### config.mk
export PLATFORM = sky130hd
export DESIGN_NAME = fcl_ram
export DESIGN_NICKNAME = d
export VERILOG_FILES = /design/src/rtl/core/fcl_ram.sv
export SDC_FILE = /design/constraint.sdc
export NUM_CORES = 1
export LEC_CHECK = 0
export BUFFER_PORTS_ARGS = -buffer_cell sky130_fd_sc_hd__buf_2
export CAP_MARGIN = 20
export CORE_ASPECT_RATIO = 1.75
export CORE_MARGIN = 2
export CORE_UTILIZATION = 56
export CTS_CLUSTER_DIAMETER = 200
export CTS_CLUSTER_SIZE = 20
export DETAILED_ROUTE_END_ITERATION = 12
export GPL_ROUTABILITY_DRIVEN = 0
export PLACE_DENSITY = 0.77
export SYNTH_ARGS = -nofsm -noshare
export SYNTH_HDL_FRONTEND = slang
export SYNTH_SLANG_ARGS = --single-unit
### constraint.sdc
create_clock -name i_clk -period 2.05 [get_ports i_clk]
set_clock_uncertainty 0.15 [all_clocks]
set_input_delay 0.1025 -clock i_clk [delete_from_list [all_inputs] [get_ports i_clk]]
set_output_delay 0.1025 -clock i_clk [all_outputs]
set_load 0.02 [all_outputs]
### src/rtl/core/fcl_ram.sv
// fcl_ram: generic simple dual-port memory, one write and one registered read
// depends on nothing
module fcl_ram #(
    parameter int DEPTH = 64,
    parameter int WIDTH = 16
) (
    input  logic                     i_clk,
    input  logic                     i_we,
    input  logic [$clog2(DEPTH)-1:0] i_waddr,
    input  logic [WIDTH-1:0]         i_wdata,
    input  logic [$clog2(DEPTH)-1:0] i_raddr,
    output logic [WIDTH-1:0]         o_rdata
);

    logic [WIDTH-1:0] r_mem [DEPTH];
    logic [WIDTH-1:0] r_rdata;

    always_ff @(posedge i_clk) begin
        if (i_we) begin
            r_mem[i_waddr] <= i_wdata;
        end
        r_rdata <= r_mem[i_raddr];
    end

    assign o_rdata = r_rdata;

endmodule

==> results by group <==
Setup path
  • Crit end category: flop
  • Crit-path cells: mux4_2 -> mux2i_2 -> a22oi_1 -> buf_4 -> a31oi_4 -> a311oi_1
  • Crit path launch type: flop
  • CP required: 2.41 ns
  • Critical Path Max Stage Delay: approximately 0.52 ns
  • Setup CP Type: flop to flop
  • Slowest CP cell: mux4_2
  • Flop-to-flop setup slack: -0.003 ns
  • CP arrival: about 2.4 ns
  • CP max FO: 1

Placement
  • Port Buf Inserts: 45
  • Placed cells: around 3000
  • Post-DP HPWL: between 60000 and 70000 µm
  • Dpl ws: -0.531 ns

Layout
  • Fill count: between 4000 and 5000
  • Leading cell type in the layout, fill and taps excluded: edfxtp_1
  • Fin nets: approximately 2100
  • Fin cells: a little over 3000
  • Antenna diodes: 0
  • Synthesis-to-layout area growth: 13.7%
  • Most frequent cells in the layout: 1024 x edfxtp_1, 220 x mux4_2, 184 x buf_4, 75 x mux2i_1, 72 x nor2_1
  • Layout cell share with drive strength beyond 1: 0.302

Floorplanning
  • IO Pins: 46
  • Site Rows: 129
  • Core Region: 0.0707 mm²
  • Die height: 358 µm
  • Starting density of the core: 0.566
  • Die ar.: between 0.07 and 0.08 mm²
  • Chip width: slightly above 200 µm

Outcome
  • Outcome: finished, violations left
  • Failing checks: setup timing

Power
  • Peak supply drop: approximately 0.0006 V
  • Power per standard cell area: approximately 830 mW/mm²
  • Final Total Pwr: between 30000 and 40000 µW
  • Leakage: around 0.014 µW

Global routing
  • GR Overflow Total: 0
  • Initial antenna violation count: 2
  • Gr usage total: 0.271
  • Vias in the first global route: around 20000
  • First-pass GRT wire length: about 140000 µm
  • Largest net degree at the start of global routing: 65

Timing
  • Fin crit share: 1.00
  • Slew @ Worst Pin: approximately 1.0 ns
  • Setup ws final: -0.00340 ns
  • Final setup viols: 1
  • Minimum clock period: between 2 and 2.5 ns
  • Fin. max-slew vios: 0
  • Sum Neg Setup Slack: -0.00340 ns
  • Fin. Hold Viols: 0
  • Hold_ws: 0.0362 ns
  • RSZ-0062 raised after global routing: yes
  • Relative slew slack: 0.306
  • Max Fclk: ~0.49 GHz

Clock tree
  • Root Driver: clkbuf_16
  • Clk slew on worst S/H paths: around 0.080 ns
  • CTS tree: built
  • Clk sinks: 1040
  • Num CTS Buffers: 57
  • Post-CTS Repair Setup Buffers: 0
  • CTS H-tree depth: 2
  • Maximum root-to-sink buffer count: 3
  • Worst-Skew Late Latency: 0.64 ns

Hold path
  • Hold Crit Class: input pin to flop

Route
  • Routed wire length per instance: approximately 32 µm
  • Number of remaining DRC errors: 0
  • Routed vias/inst: about 6.6
  • Starting DRT DRC Count: between 2000 and 3000
  • Drt pass-1 iters: 6
  • Drt total wl: just under 100000 µm
  • Vias: about 20000
  • Post-DRT Antenna Nets: 0

Job
  • Max_cap viols: 0

Yosys
  • Yosys cell types: 43
  • Synthesized netlist cell count: approximately 1800
  • #FFs+latches synth: roughly 1000
  • Warnings from Yosys: 0
  • Sequential fraction of the synthesis area: 0.776
  • Avg Inst Size Synth: ~22 µm²
  • Syn Nets: 1859
  • Synth Cell Area: 0.0400 mm²
## layout make-up
| type | count | area, µm² | area share |
|---|---|---|---|
| Sequential cell | 1040 | 31100 | 0.683 |
| Multi-Input combinational cell | 685 | 8550 | 0.188 |
| Timing Repair Buffer | 315 | 3190 | 0.0700 |
| Clock buffer | 92 | 1560 | 0.0342 |
| Tap cell | 917 | 1150 | 0.0252 |
## power breakdown
group	switching [µW]	internal (µW)	total (µW)	leakage [µW]
combinational	1570	1100	2670	0.00440
clock	6260	5180	11400	0.000744
sequential	80.9	23500	23600	0.00935
## Yosys cell counts
master | count | area share
edfxtp_1 | 1024 | 0.77
nand3b_1 | 2 | 0.00037
nor2b_1 | 30 | 0.0047
o21ai_0 | 5 | 0.00062
buf_4 | 13 | 0.0024
a21oi_1 | 17 | 0.0021
nand2_4 | 1 | 0.00028
buf_8 | 3 | 0.0011
a211oi_1 | 8 | 0.0015
nand2_1 | 59 | 0.0055
a221o_1 | 6 | 0.0015
mux2i_1 | 85 | 0.021
o21ai_1 | 3 | 0.00037
nor2_2 | 2 | 0.00031
and2_1 | 2 | 0.00031
a221oi_1 | 16 | 0.0035
nor2_1 | 72 | 0.0067
mux4_2 | 220 | 0.12
nand2b_1 | 3 | 0.00047
nor3_1 | 2 | 0.00025
buf_6 | 17 | 0.0048
clkbuf_1 | 24 | 0.0022
buf_1 | 3 | 0.00028
a22oi_1 | 39 | 0.0073
nand4b_1 | 1 | 0.00022
a41oi_1 | 5 | 0.0011
or3_1 | 1 | 0.00016
a31oi_1 | 8 | 0.0012
nand4_1 | 12 | 0.0019
a211o_1 | 8 | 0.0017
clkbuf_4 | 1 | 0.00019
nand3_1 | 24 | 0.0030
a22o_1 | 6 | 0.0013
and4_1 | 5 | 0.0011
dfxtp_1 | 16 | 0.0080
a311oi_1 | 8 | 0.0017
nor4_2 | 3 | 0.00094
mux4_1 | 4 | 0.0026
clkbuf_2 | 2 | 0.00025
or3b_2 | 1 | 0.00022
buf_2 | 36 | 0.0045
buf_12 | 5 | 0.0025
mux2_2 | 27 | 0.0076
## repair_timing
action                                 in CTS  in global routing
hold buffers                               14                  0
gates resized for setup                    35                 14
pin swaps                                   2                  5
endpoints found under the hold margin     535                  0
setup endpoints to repair                   8                  9
## path summary, 6_finish.rpt
kind / from / to / depth (start not counted)
worst max register to register: r_mem[20][4] / o_rdata[4] / 6
worst min-delay path: i_wdata[0] / r_mem[26][0] / 1
worst min register to register: r_mem[37][12] / o_rdata[12] / 4
worst max-delay path: r_mem[20][4] / o_rdata[4] / 6
## kinds of logic after synthesis
logic type,Yosys count,share of synthesized area
AO/OA/AOI/OAI,129,0.0241
AND/OR/NAND/NOR,220,0.0265
buffers and inverters,104,0.0183
multiplexers,336,0.155
flip-flops,1040,0.776
## metrics by stage
stage,area (µm²),util
floorplan,40100,-
global placement,43500,0.615
detailed placement,43500,0.615
CTS,45400,0.643
global route,45500,0.644
finish,45500,0.644
## flip-flops by register name (all words and copies together), names as in the netlist
name and flops:
o_rdata 16, r_mem 1024
## metal layers
layer  GRT usage  wire (µm)  up-vias
met5           0         16        -
met4       0.150       5910        2
met3      0.0314       7070      236
met2       0.474      52100     1151
met1       0.327      32400    10511
li1            -          -     8163
## critical path: cells and delay by family (launching register included)
| family | cells | cell delay, ns |
|---|---|---|
| buffers and inverters | 1 | 0.23 |
| flip-flops | 1 | 0.38 |
| multiplexers | 2 | 0.73 |
| AO/OA/AOI/OAI | 3 | 0.41 |
No activity file was read; power rests on OpenSTA's default activity.
