[config.mk]
export PLATFORM = sky130hd
export DESIGN_NAME = fcl_cfg
export DESIGN_NICKNAME = d
export VERILOG_FILES = /design/src/rtl/core/fcl_pkg.sv /design/src/rtl/core/fcl_cfg.sv
export SDC_FILE = /design/constraint.sdc
export NUM_CORES = 1
export LEC_CHECK = 0
export ABC_AREA = 1
export BUFFER_PORTS_ARGS = -buffer_cell sky130_fd_sc_hd__buf_2
export CORE_UTILIZATION = 41
export DETAILED_ROUTE_END_ITERATION = 6
export PLACE_DENSITY_LB_ADDON = 0.05
export RECOVER_POWER = 100
export SYNTH_ARGS = -nofsm -noshare
export SYNTH_HDL_FRONTEND = slang
export SYNTH_SLANG_ARGS = --single-unit
[constraint.sdc]
create_clock -name i_clk -period 1.95 [get_ports i_clk]
set_input_delay 0.195 -clock i_clk [delete_from_list [all_inputs] [get_ports i_clk]]
set_output_delay 0.195 -clock i_clk [all_outputs]
set_load 0.005 [all_outputs]
[src/rtl/core/fcl_pkg.sv]
// fcl_pkg: sizes, codes and shared types of the dense layer forward block
// depends on nothing; every other file of the block but fcl_ram imports it
package fcl_pkg;

    localparam int MAX_INPUTS  = 64;
    localparam int MAX_NEURONS = 64;
    localparam int W_DEPTH     = MAX_INPUTS * MAX_NEURONS;

    localparam int IN_AW  = $clog2(MAX_INPUTS);
    localparam int NEU_AW = $clog2(MAX_NEURONS);
    localparam int W_AW   = $clog2(W_DEPTH);

    // fixed field widths of the channels
    localparam int FUNC_W     = 2;
    localparam int PIDX_W     = 12;
    localparam int VAL_W      = 16;
    localparam int NEURON_W   = 6;
    localparam int RES_W      = 32;
    localparam int DIM_W      = 7;
    localparam int FRAC_W     = 12;
    localparam int ADDR_W     = 3;
    localparam int APB_DATA_W = 32;

    // products are 2*VAL_W wide, one guard bit per doubling of terms plus the bias
    localparam int ACC_W = 2 * VAL_W + IN_AW + 2;

    typedef enum logic [FUNC_W-1:0] {
        FN_LOAD_W = 2'd0,
        FN_LOAD_B = 2'd1,
        FN_ELEM   = 2'd2
    } t_func;

    typedef enum logic {
        REG_INPUTS  = 1'b0,
        REG_NEURONS = 1'b1
    } t_reg_idx;

    typedef struct packed {
        logic [DIM_W-1:0] kdim;
        logic [DIM_W-1:0] ndim;
        logic             clr;
    } t_cfg;

    typedef struct packed {
        logic vld;
        logic first;
        logic last;
    } t_mac_ctl;

    typedef struct packed {
        logic                    done;
        logic signed [RES_W-1:0] result;
    } t_mac_sts;

endpackage

[src/rtl/core/fcl_cfg.sv]
// fcl_cfg: apb register file for the pattern length and neuron count
// depends on fcl_pkg; hands clamped dimensions and a write strobe to the core
module fcl_cfg import fcl_pkg::*; (
    input  logic                  i_clk,
    input  logic                  i_rst_n,
    input  logic                  psel,
    input  logic                  penable,
    input  logic                  pwrite,
    input  logic [ADDR_W-1:0]     paddr,
    input  logic [APB_DATA_W-1:0] pwdata,
    output logic [APB_DATA_W-1:0] prdata,
    output logic                  pready,
    output t_cfg                  o_cfg
);

    logic [DIM_W-1:0] r_inputs;
    logic [DIM_W-1:0] r_neurons;
    logic             wr;
    t_reg_idx         sel;

    // zero acts as one, anything above the store size as the store size
    function automatic logic [DIM_W-1:0] clamp_dim(input logic [DIM_W-1:0] v, input int maxv);
        if (v == '0) begin
            return DIM_W'(1);
        end
        if (32'(v) > maxv) begin
            return DIM_W'(maxv);
        end
        return v;
    endfunction

    assign wr  = psel && penable && pwrite;
    assign sel = t_reg_idx'(paddr[2]);

    always_ff @(posedge i_clk) begin
        if (!i_rst_n) begin
            r_inputs  <= DIM_W'(MAX_INPUTS);
            r_neurons <= DIM_W'(MAX_NEURONS);
        end else if (wr) begin
            case (sel)
                REG_INPUTS:  r_inputs  <= pwdata[DIM_W-1:0];
                REG_NEURONS: r_neurons <= pwdata[DIM_W-1:0];
                default: ;
            endcase
        end
    end

    always_comb begin
        case (sel)
            REG_INPUTS:  prdata = APB_DATA_W'(r_inputs);
            REG_NEURONS: prdata = APB_DATA_W'(r_neurons);
            default:     prdata = '0;
        endcase
    end

    assign pready     = 1'b1;
    assign o_cfg.kdim = clamp_dim(r_inputs, MAX_INPUTS);
    assign o_cfg.ndim = clamp_dim(r_neurons, MAX_NEURONS);
    assign o_cfg.clr  = wr;

endmodule

==> results by group <==
STA
  • Setup_tns: 0 ns
  • Final Hold Fails: 0
  • Slew @ Worst Pin: a little under 0.9 ns
  • Worst slew margin: 0.422
  • Worst clock skew: 0 ns
  • Worst setup margin: 0.468 ns
  • Tmin final: roughly 1.5 ns
  • RSZ-0062 raised after global routing: no
  • Final Setup Violations: 0
  • F_max: 675 MHz
  • Fin crit share: 0.760
  • Final slew viol count: 0

Clock tree
  • CTS buffer count: 3
  • Clk root buf: clkbuf_4
  • Post-CTS Setup Inserts: 0
  • Clk_lat worst skew: 0.27 ns
  • Resized cells post-CTS: 0
  • CTS H-Tree Depth: 1
  • Max clock buf depth: 2
  • CTS tree: done
  • CTS Hold Bufs: 0
  • Clk slew on worst S/H paths: approximately 0.07 ns
  • CTS Sinks: 14

Global route
  • Number of global-route vias before repair: a little over 800
  • Global-route usage over all layers: 0.172
  • Antenna violations before repair: 0
  • Remaining global-route overflow: 0
  • Largest net degree at the start of global routing: 22
  • First-pass GRT wire length: between 3 and 4 mm

Synth
  • Synth Flop Type: dfxtp_1
  • Synthesized area: roughly 1000 um2
  • Synth Register Bits: 14
  • Synthesized area per cell: 6.50 um2
  • Simple-gate share of the synthesized area: 0.330
  • EDFF count, synth: 0
  • Sequential element share of the synthesized area: 0.268
  • Number of distinct library cells after synthesis: 19
  • Mux cell area share after synthesis: 0
  • Synth Area in Compound Gates: 0.0873
  • Post-synthesis adder-cell area fraction: 0
  • Post-synthesis xor/xnor area fraction: 0
  • Asr flop ratio synth: 0
  • Largest family of logic cells by synthesized area: simple AND/OR/NAND/NOR gates
  • Gate Count Post-Synth: between 150 and 200
  • Synthesis warning total: 0

Setup path
  • Crit path DAT: 1.29 ns
  • Crit. End Element: output pin
  • Worst EP required: 1.75 ns
  • Crit-path max FO: 21
  • CP Class: in -> out
  • R2R cell count: 2
  • Startpoint types: input port

Place
  • Port Buffer Count: 34
  • HPWL after DPL: between 1.5 and 2 mm
  • Placed cells: 213
  • Post-Place Worst Slack: slightly above 0.8 ns
  • Routability cong.: 0.740
  • Area after DPL: ~1100 um2

Job
  • Max Cap Viol: 0

Final layout
  • Ant. Diodes: 0
  • Layout cell share with drive strength beyond 1: 0.101
  • Fin cells: about 220
  • Layout overhead on the synthesized area: 1.32%
  • Net count, final: 230
  • # fillers: 274
  • Fin area: roughly 1100 um2

Routing
  • Via count: between 900 and 1000
  • Final ANT Viol Nets: 0
  • 1st-pass router iterations: 5
  • # DRC: 0
  • DR vias/cell: 4.47
  • Post-detailed-route wirelength per cell: around 9.6 um
  • WL final: 2.07 mm
  • Initial DRC Count: 11

Run status
  • Status: finished clean

Die
  • Starting Density: 0.455
  • Row cnt: 17
  • Die width: roughly 53 um
  • Die area: about 2800 um2
  • IO Pins: 88
  • Die Span Y: 52.5 um
  • Core area: approximately 2300 um2

Min path
  • Worst Hold Class: in -> reg
  • Worst hold stages: 3

Pwr
  • Maximum VDD drop: about 0.30 mV
  • PwrDens: 531 nW/um2
  • Leak pwr: around 0.0005 uW
path summary, 6_finish.rpt:
kind / from / end / slack, ns
hold / removal: pwdata[6] / r_neurons[6] / 0.15
setup reg to reg: r_inputs[6] / r_inputs[6] / 1.16
hold reg to reg: r_inputs[5] / r_inputs[5] / 0.50
setup / recovery: paddr[2] / prdata[6] / 0.47
layout by cell type, fill, tap and decap left out:
cell,count
a21oi_1,3
nand3_1,16
clkbuf_2,1
clkbuf_4,3
o21ai_0,10
clkbuf_1,20
a21boi_0,3
conb_1,26
buf_1,1
inv_1,16
nand2_1,23
buf_2,12
nor2_4,1
nand3_2,1
inv_4,1
nor2_1,37
dfxtp_1,14
logic make-up (layout without fill, tap and decap cells):
kind of cell,after synthesis,in the layout
AOI/OAI and AO/OA,16,16
other,2,26
DFF,14,14
buffers and inverters,51,54
and+or+nand+nor,78,78
flip-flops by register name, summed over array words and instances, names as in the netlist:
name and flops:
r_inputs 7, r_neurons 7
report_power, final:
| part | internal (uW) | switching [uW] | total [uW] |
|---|---|---|---|
| registers | 296 | 11.2 | 307 |
| clock network | 71.4 | 81.3 | 153 |
| logic | 34.6 | 68.7 | 103 |
metrics by stage:
| step | total power, uW | utilization | hold slack, ns |
|---|---|---|---|
| global placement | 423 | 0.473 | 0.434 |
| finish | 563 | 0.461 | 0.154 |
| floorplan | 429 | - | 0.316 |
| CTS | 578 | 0.483 | 0.154 |
| detailed placement | 424 | 0.473 | 0.441 |
| global route | 609 | 0.461 | 0.178 |
critical path, cell delays in order:
cell and delay, ns:
clkbuf_1 0.63, inv_4 0.15, o21ai_0 0.18, clkbuf_1 0.13
synth_stat cells, types with 2 or more instances:
library cell,number,share of area
clkbuf_1,4,0.014
inv_1,16,0.057
a21boi_0,3,0.022
buf_6,2,0.022
o21ai_0,9,0.043
nand3_1,16,0.077
nor2_1,35,0.13
conb_1,2,0.0072
a21oi_1,3,0.014
nand2_1,23,0.083
dfxtp_1,14,0.27
buf_4,27,0.19
area by class of cell:
cell class                      count  area, um2  area share
Multi-Input combinational cell    120        512       0.483
Sequential cell                    14        280       0.264
Timing Repair Buffer               34        144       0.136
Inverter                           17       66.3      0.0626
Tap cell                           28       35.0      0.0331
Clock buffer                        3       22.5      0.0213
routing by layer:
metal	track usage	up-vias	routed length [um]
li1	-	496	-
met1	0.217	412	957
met2	0.287	56	907
met3	0.0203	2	176
met4	0.0789	0	25
met5	0	-	0
Note: power is estimated with default switching activity, not from simulation.
