[src/rtl/core/fcl_pkg.sv]
// fcl_pkg: sizes, codes and shared types of the dense layer forward block
// depends on nothing; every other file of the block but fcl_ram imports it
package fcl_pkg;

    localparam int MAX_INPUTS  = 64;
    localparam int MAX_NEURONS = 64;
    localparam int W_DEPTH     = MAX_INPUTS * MAX_NEURONS;

    localparam int IN_AW  = $clog2(MAX_INPUTS);
    localparam int NEU_AW = $clog2(MAX_NEURONS);
    localparam int W_AW   = $clog2(W_DEPTH);

    // fixed field widths of the channels
    localparam int FUNC_W     = 2;
    localparam int PIDX_W     = 12;
    localparam int VAL_W      = 16;
    localparam int NEURON_W   = 6;
    localparam int RES_W      = 32;
    localparam int DIM_W      = 7;
    localparam int FRAC_W     = 12;
    localparam int ADDR_W     = 3;
    localparam int APB_DATA_W = 32;

    // products are 2*VAL_W wide, one guard bit per doubling of terms plus the bias
    localparam int ACC_W = 2 * VAL_W + IN_AW + 2;

    typedef enum logic [FUNC_W-1:0] {
        FN_LOAD_W = 2'd0,
        FN_LOAD_B = 2'd1,
        FN_ELEM   = 2'd2
    } t_func;

    typedef enum logic {
        REG_INPUTS  = 1'b0,
        REG_NEURONS = 1'b1
    } t_reg_idx;

    typedef struct packed {
        logic [DIM_W-1:0] kdim;
        logic [DIM_W-1:0] ndim;
        logic             clr;
    } t_cfg;

    typedef struct packed {
        logic vld;
        logic first;
        logic last;
    } t_mac_ctl;

    typedef struct packed {
        logic                    done;
        logic signed [RES_W-1:0] result;
    } t_mac_sts;

endpackage

[src/rtl/core/fcl_mac.sv]
// fcl_mac: the shared multiply-accumulate unit, product stage then accumulator
// depends on fcl_pkg; saturates the result taken from the running sum to signed q8.24
module fcl_mac import fcl_pkg::*; (
    input  logic                    i_clk,
    input  logic                    i_rst_n,
    input  t_mac_ctl                i_ctl,
    input  logic signed [VAL_W-1:0] i_weight,
    input  logic signed [VAL_W-1:0] i_elem,
    input  logic signed [VAL_W-1:0] i_bias,
    output t_mac_sts                o_sts
);

    t_mac_ctl                  r_s2_ctl;
    logic signed [2*VAL_W-1:0] r_prod;
    logic signed [VAL_W-1:0]   r_s2_bias;
    logic signed [ACC_W-1:0]   r_acc;
    logic                      r_done;
    logic signed [ACC_W-1:0]   n_base;
    logic signed [ACC_W-1:0]   bias_ext;
    logic [ACC_W-RES_W:0]      top_bits;

    // bias q4.12 moved up to q8.24
    assign bias_ext = {{(ACC_W-VAL_W-FRAC_W){r_s2_bias[VAL_W-1]}}, r_s2_bias, {FRAC_W{1'b0}}};
    assign n_base   = r_s2_ctl.first ? bias_ext : r_acc;

    always_ff @(posedge i_clk) begin
        if (!i_rst_n) begin
            r_s2_ctl <= '0;
            r_done   <= 1'b0;
        end else begin
            r_s2_ctl <= i_ctl;
            r_done   <= r_s2_ctl.vld && r_s2_ctl.last;
        end
        r_prod    <= i_weight * i_elem;
        r_s2_bias <= i_bias;
        if (r_s2_ctl.vld) begin
            r_acc <= n_base + ACC_W'(r_prod);
        end
    end

    // sum fits when every bit above the result's sign bit matches it
    assign top_bits = r_acc[ACC_W-1:RES_W-1];

    always_comb begin
        o_sts.done = r_done;
        if (top_bits == '0 || top_bits == '1) begin
            o_sts.result = r_acc[RES_W-1:0];
        end else if (r_acc[ACC_W-1]) begin
            o_sts.result = {1'b1, {(RES_W-1){1'b0}}};
        end else begin
            o_sts.result = {1'b0, {(RES_W-1){1'b1}}};
        end
    end

endmodule
[config.mk]
export PLATFORM = sky130hd
export DESIGN_NAME = fcl_mac
export DESIGN_NICKNAME = d
export VERILOG_FILES = /design/src/rtl/core/fcl_pkg.sv /design/src/rtl/core/fcl_mac.sv
export SDC_FILE = /design/constraint.sdc
export NUM_CORES = 1
export LEC_CHECK = 0
export BUFFER_PORTS_ARGS = -buffer_cell sky130_fd_sc_hd__buf_2
export CORE_MARGIN = 4
export CORE_UTILIZATION = 55
export CTS_BUF_LIST = sky130_fd_sc_hd__clkbuf_16
export DETAILED_ROUTE_END_ITERATION = 7
export GPL_TIMING_DRIVEN = 1
export HOLD_SLACK_MARGIN = 0.06
export PLACE_DENSITY_LB_ADDON = 0.3
export SLEW_MARGIN = 10
export SYNTH_ARGS = -nofsm -noshare
export SYNTH_HDL_FRONTEND = slang
export SYNTH_SLANG_ARGS = --single-unit
[constraint.sdc]
create_clock -name i_clk -period 9 [get_ports i_clk]
set_clock_uncertainty 0.1 [all_clocks]
set_input_delay 0.9 -clock i_clk [delete_from_list [all_inputs] [get_ports i_clk]]
set_output_delay 0.9 -clock i_clk [all_outputs]
set_load 0.01 [all_outputs]
==> results_dict.tcl, run 1 <==
set metrics [dict create \
    status "complete, no violations" \
    max_freq_mhz 150.1 \
    cts_setup_buffers 0 \
    num_rows 59 \
    crit_chain "buf_2 -> nand2_1 -> inv_1 -> fa_1 -> fa_1 -> fa_1 -> fa_1 -> fa_1 -> inv_1 -> fa_1 -> inv_1 -> ha_1 -> nand4_1 -> or3_1 -> nand3_1 -> a221oi_2 -> o21ai_1 -> nor3_2 -> o21bai_1 -> a21oi_1 -> xnor2_1" \
    drv_slew 0 \
    drc 0 \
    grt_max_degree 42 \
    cts_tree "yes" \
    grt_use_total 0.2246 \
    fin_crit_sh 0.7402 \
    grt_overflow 0 \
    setup_tns_ns 0 \
    io_pins 86 \
    rsz0062_at_grt "no" \
    pre_cts_slack_ns 1.948 \
    synth_flop_cell "dfxtp_1" \
    first_global_vias 10750 \
    cp_common_cell "fa_1" \
    yosysSeqAreaShare 0.1525 \
    nFillCells 2288 \
    nets 2021 \
    die_h_um 171.5 \
    hp-class "reg -> reg" \
    synth.ff_latch_count 92 \
    cts_buffer_depth 2 \
    antennaDiodeCount 0 \
    critPathMaxFanout 16 \
    critPathCaptureType "flip-flop" \
    fin_crit_ns 6.661 \
    finalWirelength_um 31310 \
    core_area_mm2 0.02621 \
    crit_type "in -> reg" \
    utilization 0.5984 \
    die_w_um 171.5 \
    netlist_area_mm2 0.01470 \
    crit_arrival_ns 6.79 \
    yosys_warnings 0 \
    final-setup-viol-count 0 \
    worst_pin_slew_ns 0.9919 \
    initial_utilization 0.5611 \
    synthArstFlopShare 0 \
    dp_hpwl_um 26240 \
    cts_hold_buf 0 \
    critPathSlowestCell "fa_1" \
    clk_latency_ns 0.34 \
    max_cap_violations 0 \
    slew_headroom 0.3387 \
    gp_congestion 0.9153 \
    timing.final.ws_setup_ns 2.339 \
    grt_pass1_wl_um 53600 \
    critPathTopFamily "adder cells" \
    cts.sinks 92 \
    numPortBuffers 85 \
    syn_inst 1531 \
    critPathBufInv 4 \
    syn_avg_cell_area_um2 9.604 \
    wire_per_inst_um 16.27 \
    cts_htree_levels 3 \
    drt-initial-drc-count 620 \
    cts-root-buf "clkbuf_16" \
    slowest_delay_ns 0.85 \
    synth_edf_count 40 \
    drt-pass1-iter-count 5 \
    hold_viol_final 0 \
    via_per_inst 5.317 \
    final_layout_size_suffix_gt1_frac 0.09251 \
    clk_pin_slew_worst_paths_ns 0.07 \
    synthesis.nets 1968 \
    cp-start-kind "primary input" \
    yosys.cell_types.count 61 \
    cts_resized 0 \
    cts_made_buffers 9 \
    syn2layout_area_growth_pct 6.646 \
    critPathRequiredTime_ns 9.13 \
    ant_nets 0 \
    dieArea_mm2 0.02941 \
    antenna_found_initial 0 \
    num_vias 10230 \
]
cell usage in the layout, fill, tap and decap left out, drive strengths merged, types with 4 or more instances in the layout:
cell    count
mux2       15
clkbuf      9
nand3      10
a211oi      7
edfxtp     40
o211ai      5
inv       310
buf        88
nor2       57
a21oi      55
nand2b     12
a31oi       6
nor3       14
fa        263
o21ai      46
ha        121
a21o       50
nand2     133
and2      131
xnor2      58
or3         4
and3       10
a311oi      5
nand4       4
xor2       12
o21a       13
nor2b      22
dfxtp      52
o21bai      9
cell type report:
type / count / area, um2 / area share
clock buffer: 9 / 225.2 / 0.01436
inverter: 306 / 1149 / 0.07325
clock inverter: 7 / 50.05 / 0.003192
timing repair buffer: 88 / 447.9 / 0.02856
tap: 335 / 419.2 / 0.02673
multi-input combinational: 1087 / 11150 / 0.7108
sequential: 92 / 2243 / 0.1431
metal layers:
metal,routed length [um],track usage,vias up
li1,-,-,4884
met1,15010,0.3371,4991
met2,13590,0.3477,311
met3,2210,0.04045,43
met4,497,0.04271,0
met5,0,0,-
final timing paths:
kind,start,endpoint,slack (ns),cells past startpoint
worst min register to register,r_s2_ctl[0],r_done,0.35,1
worst max-delay path,i_weight[15],r_prod[31],2.34,21
worst min-delay path,r_s2_ctl[0],r_done,0.35,1
worst max register to register,r_s2_ctl[1],r_acc[37],5.00,13
flip-flops by register name (all words and copies together), names as in the netlist:
name and cells:
r_done 1, r_s2_bias 16, r_acc 40, r_s2_ctl 3, r_prod 32
synthesized netlist by cell type, drive strengths merged, types with 5 or more instances:
library cell	n	area [um2]
a211oi	7	67.57
a21o	50	375.4
a21oi	55	282.8
a311oi	5	56.31
a31oi	6	52.55
and2	131	819.5
and3	10	62.56
clkbuf	43	161.4
dfxtp	52	1041
edfxtp	40	1201
fa	263	5265
ha	121	1514
inv	306	1149
mux2	15	168.9
nand2	133	499.2
nand2b	12	75.07
nand3	10	50.05
nor2	57	216.5
nor2b	22	137.6
nor3	14	75.07
o211ai	5	42.54
o21a	13	97.59
o21ai	46	237.7
o21bai	9	67.56
xnor2	58	508.0
xor2	12	105.1
cell families (layout without fill, tap and decap cells):
| group | count (synthesis) | in the layout | share of synthesized area |
|---|---|---|---|
| buffers and inverters | 352 | 410 | 0.09011 |
| muxes | 15 | 15 | 0.01149 |
| and+or+nand+nor | 403 | 403 | 0.1380 |
| DFF | 92 | 92 | 0.1525 |
| adders and majority gates | 384 | 384 | 0.4610 |
| AOI/OAI and AO/OA | 215 | 215 | 0.1052 |
| xor gates and xnor gates | 70 | 70 | 0.04170 |
per-stage QoR:
stage / std cells / cell area, um2 / hold WS (ns)
floorplan: 1531 / 14700 / 0.3290
global placement: 1908 / 15410 / 0.3332
detailed placement: 1908 / 15410 / 0.3383
CTS: 1924 / 15680 / 0.3534
global route: 1924 / 15680 / 0.3710
finish: 1924 / 15680 / 0.3501
Power of run 1 is left out: the tool's default activity adds up to more than one toggle a clock period on the data nets, which glitch-free logic cannot reach.
==> run 2: changes to the inputs <==
==> constraint.sdc (replaced) <==
create_clock -name i_clk -period 6 [get_ports i_clk]
set_clock_uncertainty 0.1 [all_clocks]
set_input_delay 0.6 -clock i_clk [delete_from_list [all_inputs] [get_ports i_clk]]
set_output_delay 0.6 -clock i_clk [all_outputs]
set_load 0.01 [all_outputs]
==> run 2 against run 1 <==
  * Global-route usage up 0.22 points
  * Sequential share of layout area is 0.96 points lower
  * Final area grew 7.2%
  * Largest cell class unchanged
  * Utilization rose by 4.3 points
  * Final cell count is 5.7% higher
==> results_dict.tcl, run 2 (synthesis gave the netlist of run 1 again) <==
set metrics [dict create \
    status "complete, no violations" \
    initial_utilization 0.5611 \
    grt_max_degree 42 \
    layout_common_cells "inv_1, fa_1, nand2_1, and2_1, ha_1" \
    hold_viol_final 0 \
    cts_made_buffers 9 \
    worstHoldPathCells 1 \
    top_register "r_acc" \
    rsz0062_at_grt "yes" \
    die_w_um 171.5 \
    drv_slew 0 \
    final_layout_size_suffix_gt1_frac 0.1683 \
    drt-pass1-iter-count 5 \
    dieArea_mm2 0.02941 \
    utilization 0.6413 \
    gp_congestion 0.8958 \
    first_global_vias 11400 \
    setup.worst_path.start "i_weight[15]" \
    die_h_um 171.5 \
    largest_reg_flops 40 \
    drt-initial-drc-count 494 \
    via_per_inst 5.194 \
    final-setup-viol-count 0 \
    reg.largest.list "r_acc: 40 flops, r_prod: 32 flops, r_s2_bias: 16 flops" \
    slowest_delay_ns 0.60 \
    cp_common_cell "fa_1" \
    grt_use_total 0.2268 \
    cts_htree_levels 3 \
    grt_overflow 0 \
    worst_pin_slew_ns 0.9801 \
    crit_cells 22 \
    crit_arrival_ns 6.03 \
    cp-start-kind "primary input" \
    cts_buffer_depth 2 \
    max_cap_violations 0 \
    syn2layout_area_growth_pct 14.29 \
    cts.sinks 92 \
    fin_crit_sh 0.9827 \
    fin_crit_ns 5.896 \
    critPathSlowestCell "fa_1" \
    slew_headroom 0.3466 \
    dp_hpwl_um 27250 \
    r2r_start "r_s2_ctl[1]" \
    clk_pin_slew_worst_paths_ns 0.06 \
    numPortBuffers 85 \
    min_from "i_bias[12]" \
    cts-root-buf "clkbuf_16" \
    ant_nets 0 \
    finalWirelength_um 31940 \
    critPathTopFamily "adder cells" \
    crit_chain "clkbuf_4 -> buf_6 -> nand2_1 -> inv_1 -> fa_1 -> fa_1 -> fa_1 -> fa_1 -> fa_1 -> inv_1 -> fa_1 -> inv_1 -> ha_1 -> nand4_1 -> nor3_1 -> o21a_1 -> o31a_1 -> o41ai_4 -> o21ai_1 -> o21a_1 -> nor2_2 -> xnor2_1" \
    core_area_mm2 0.02621 \
    nets 2131 \
    num_vias 10560 \
    antenna_found_initial 0 \
    layout_commonest_cell "inv_1" \
    cts_hold_buf 0 \
    antennaDiodeCount 0 \
    critPathBufInv 5 \
    io_pins 86 \
    nFillCells 2144 \
    wire_per_inst_um 15.71 \
    clk_latency_ns 0.34 \
    hp-class "in -> reg" \
    cts_tree "yes" \
    ff2ff_path_depth 12 \
    critPathMaxFanout 10 \
    critPathCaptureType "flip-flop" \
    drc 0 \
    critPathRequiredTime_ns 6.13 \
    num_rows 59 \
    grt_pass1_wl_um 54690 \
    crit_type "in -> reg" \
    max_freq_mhz 169.6 \
]
## run 2: cell count changes in the layout (fill, tap and decap cells not counted), moves of 8 or more
cell	change
buf_6	+10
buf_4	+102
ha_1	-8
buf_2	-10
## run 2: through the flow
step	cells	area [um2]	hold slack [ns]	setup WS, ns	setup TNS, ns
finish	2034	16800	0.2584	0.1038	0
global route	2034	16800	0.2420	-0.09967	-0.2586
CTS	2029	16560	0.2486	0.06324	0
detailed placement	2013	16270	0.3577	-0.3016	-1.637
global placement	2013	16270	0.3350	-0.2120	-1.061
floorplan	1531	14740	0.3290	0.002335	0
## run 2: final timing paths
kind / end / slack (ns)
setup / recovery: r_prod[30] / 0.10
hold / removal: r_s2_bias[12] / 0.26
setup reg to reg: r_acc[38] / 1.82
hold reg to reg: r_done / 0.37
## run 2: cell type report
class                      count  area [um2]  share of cell area
inverter                     306        1149             0.06835
timing repair buffer         198        1406             0.08369
tap                          335       419.2             0.02494
sequential                    92        2243              0.1335
clock buffer                   9       225.2             0.01340
clock inverter                 7       66.31            0.003946
multi-input combinational   1087       11300              0.6722
## run 2: timing repair
item / in CTS / in global routing
resized for setup: 0 / 62
buffers inserted: 0 / 6
setup endpoints to repair: 0 / 7
## run 2: per-layer routing
metal | GRT usage | vias up | wire length (um)
met2 | 0.3767 | 256 | 14770
met1 | 0.3289 | 5160 | 15250
li1 | - | 5114 | -
met4 | 0.04099 | 0 | 380
met3 | 0.02505 | 34 | 1543
met5 | 0 | - | 0
Power of run 2 is left out for the same reason.
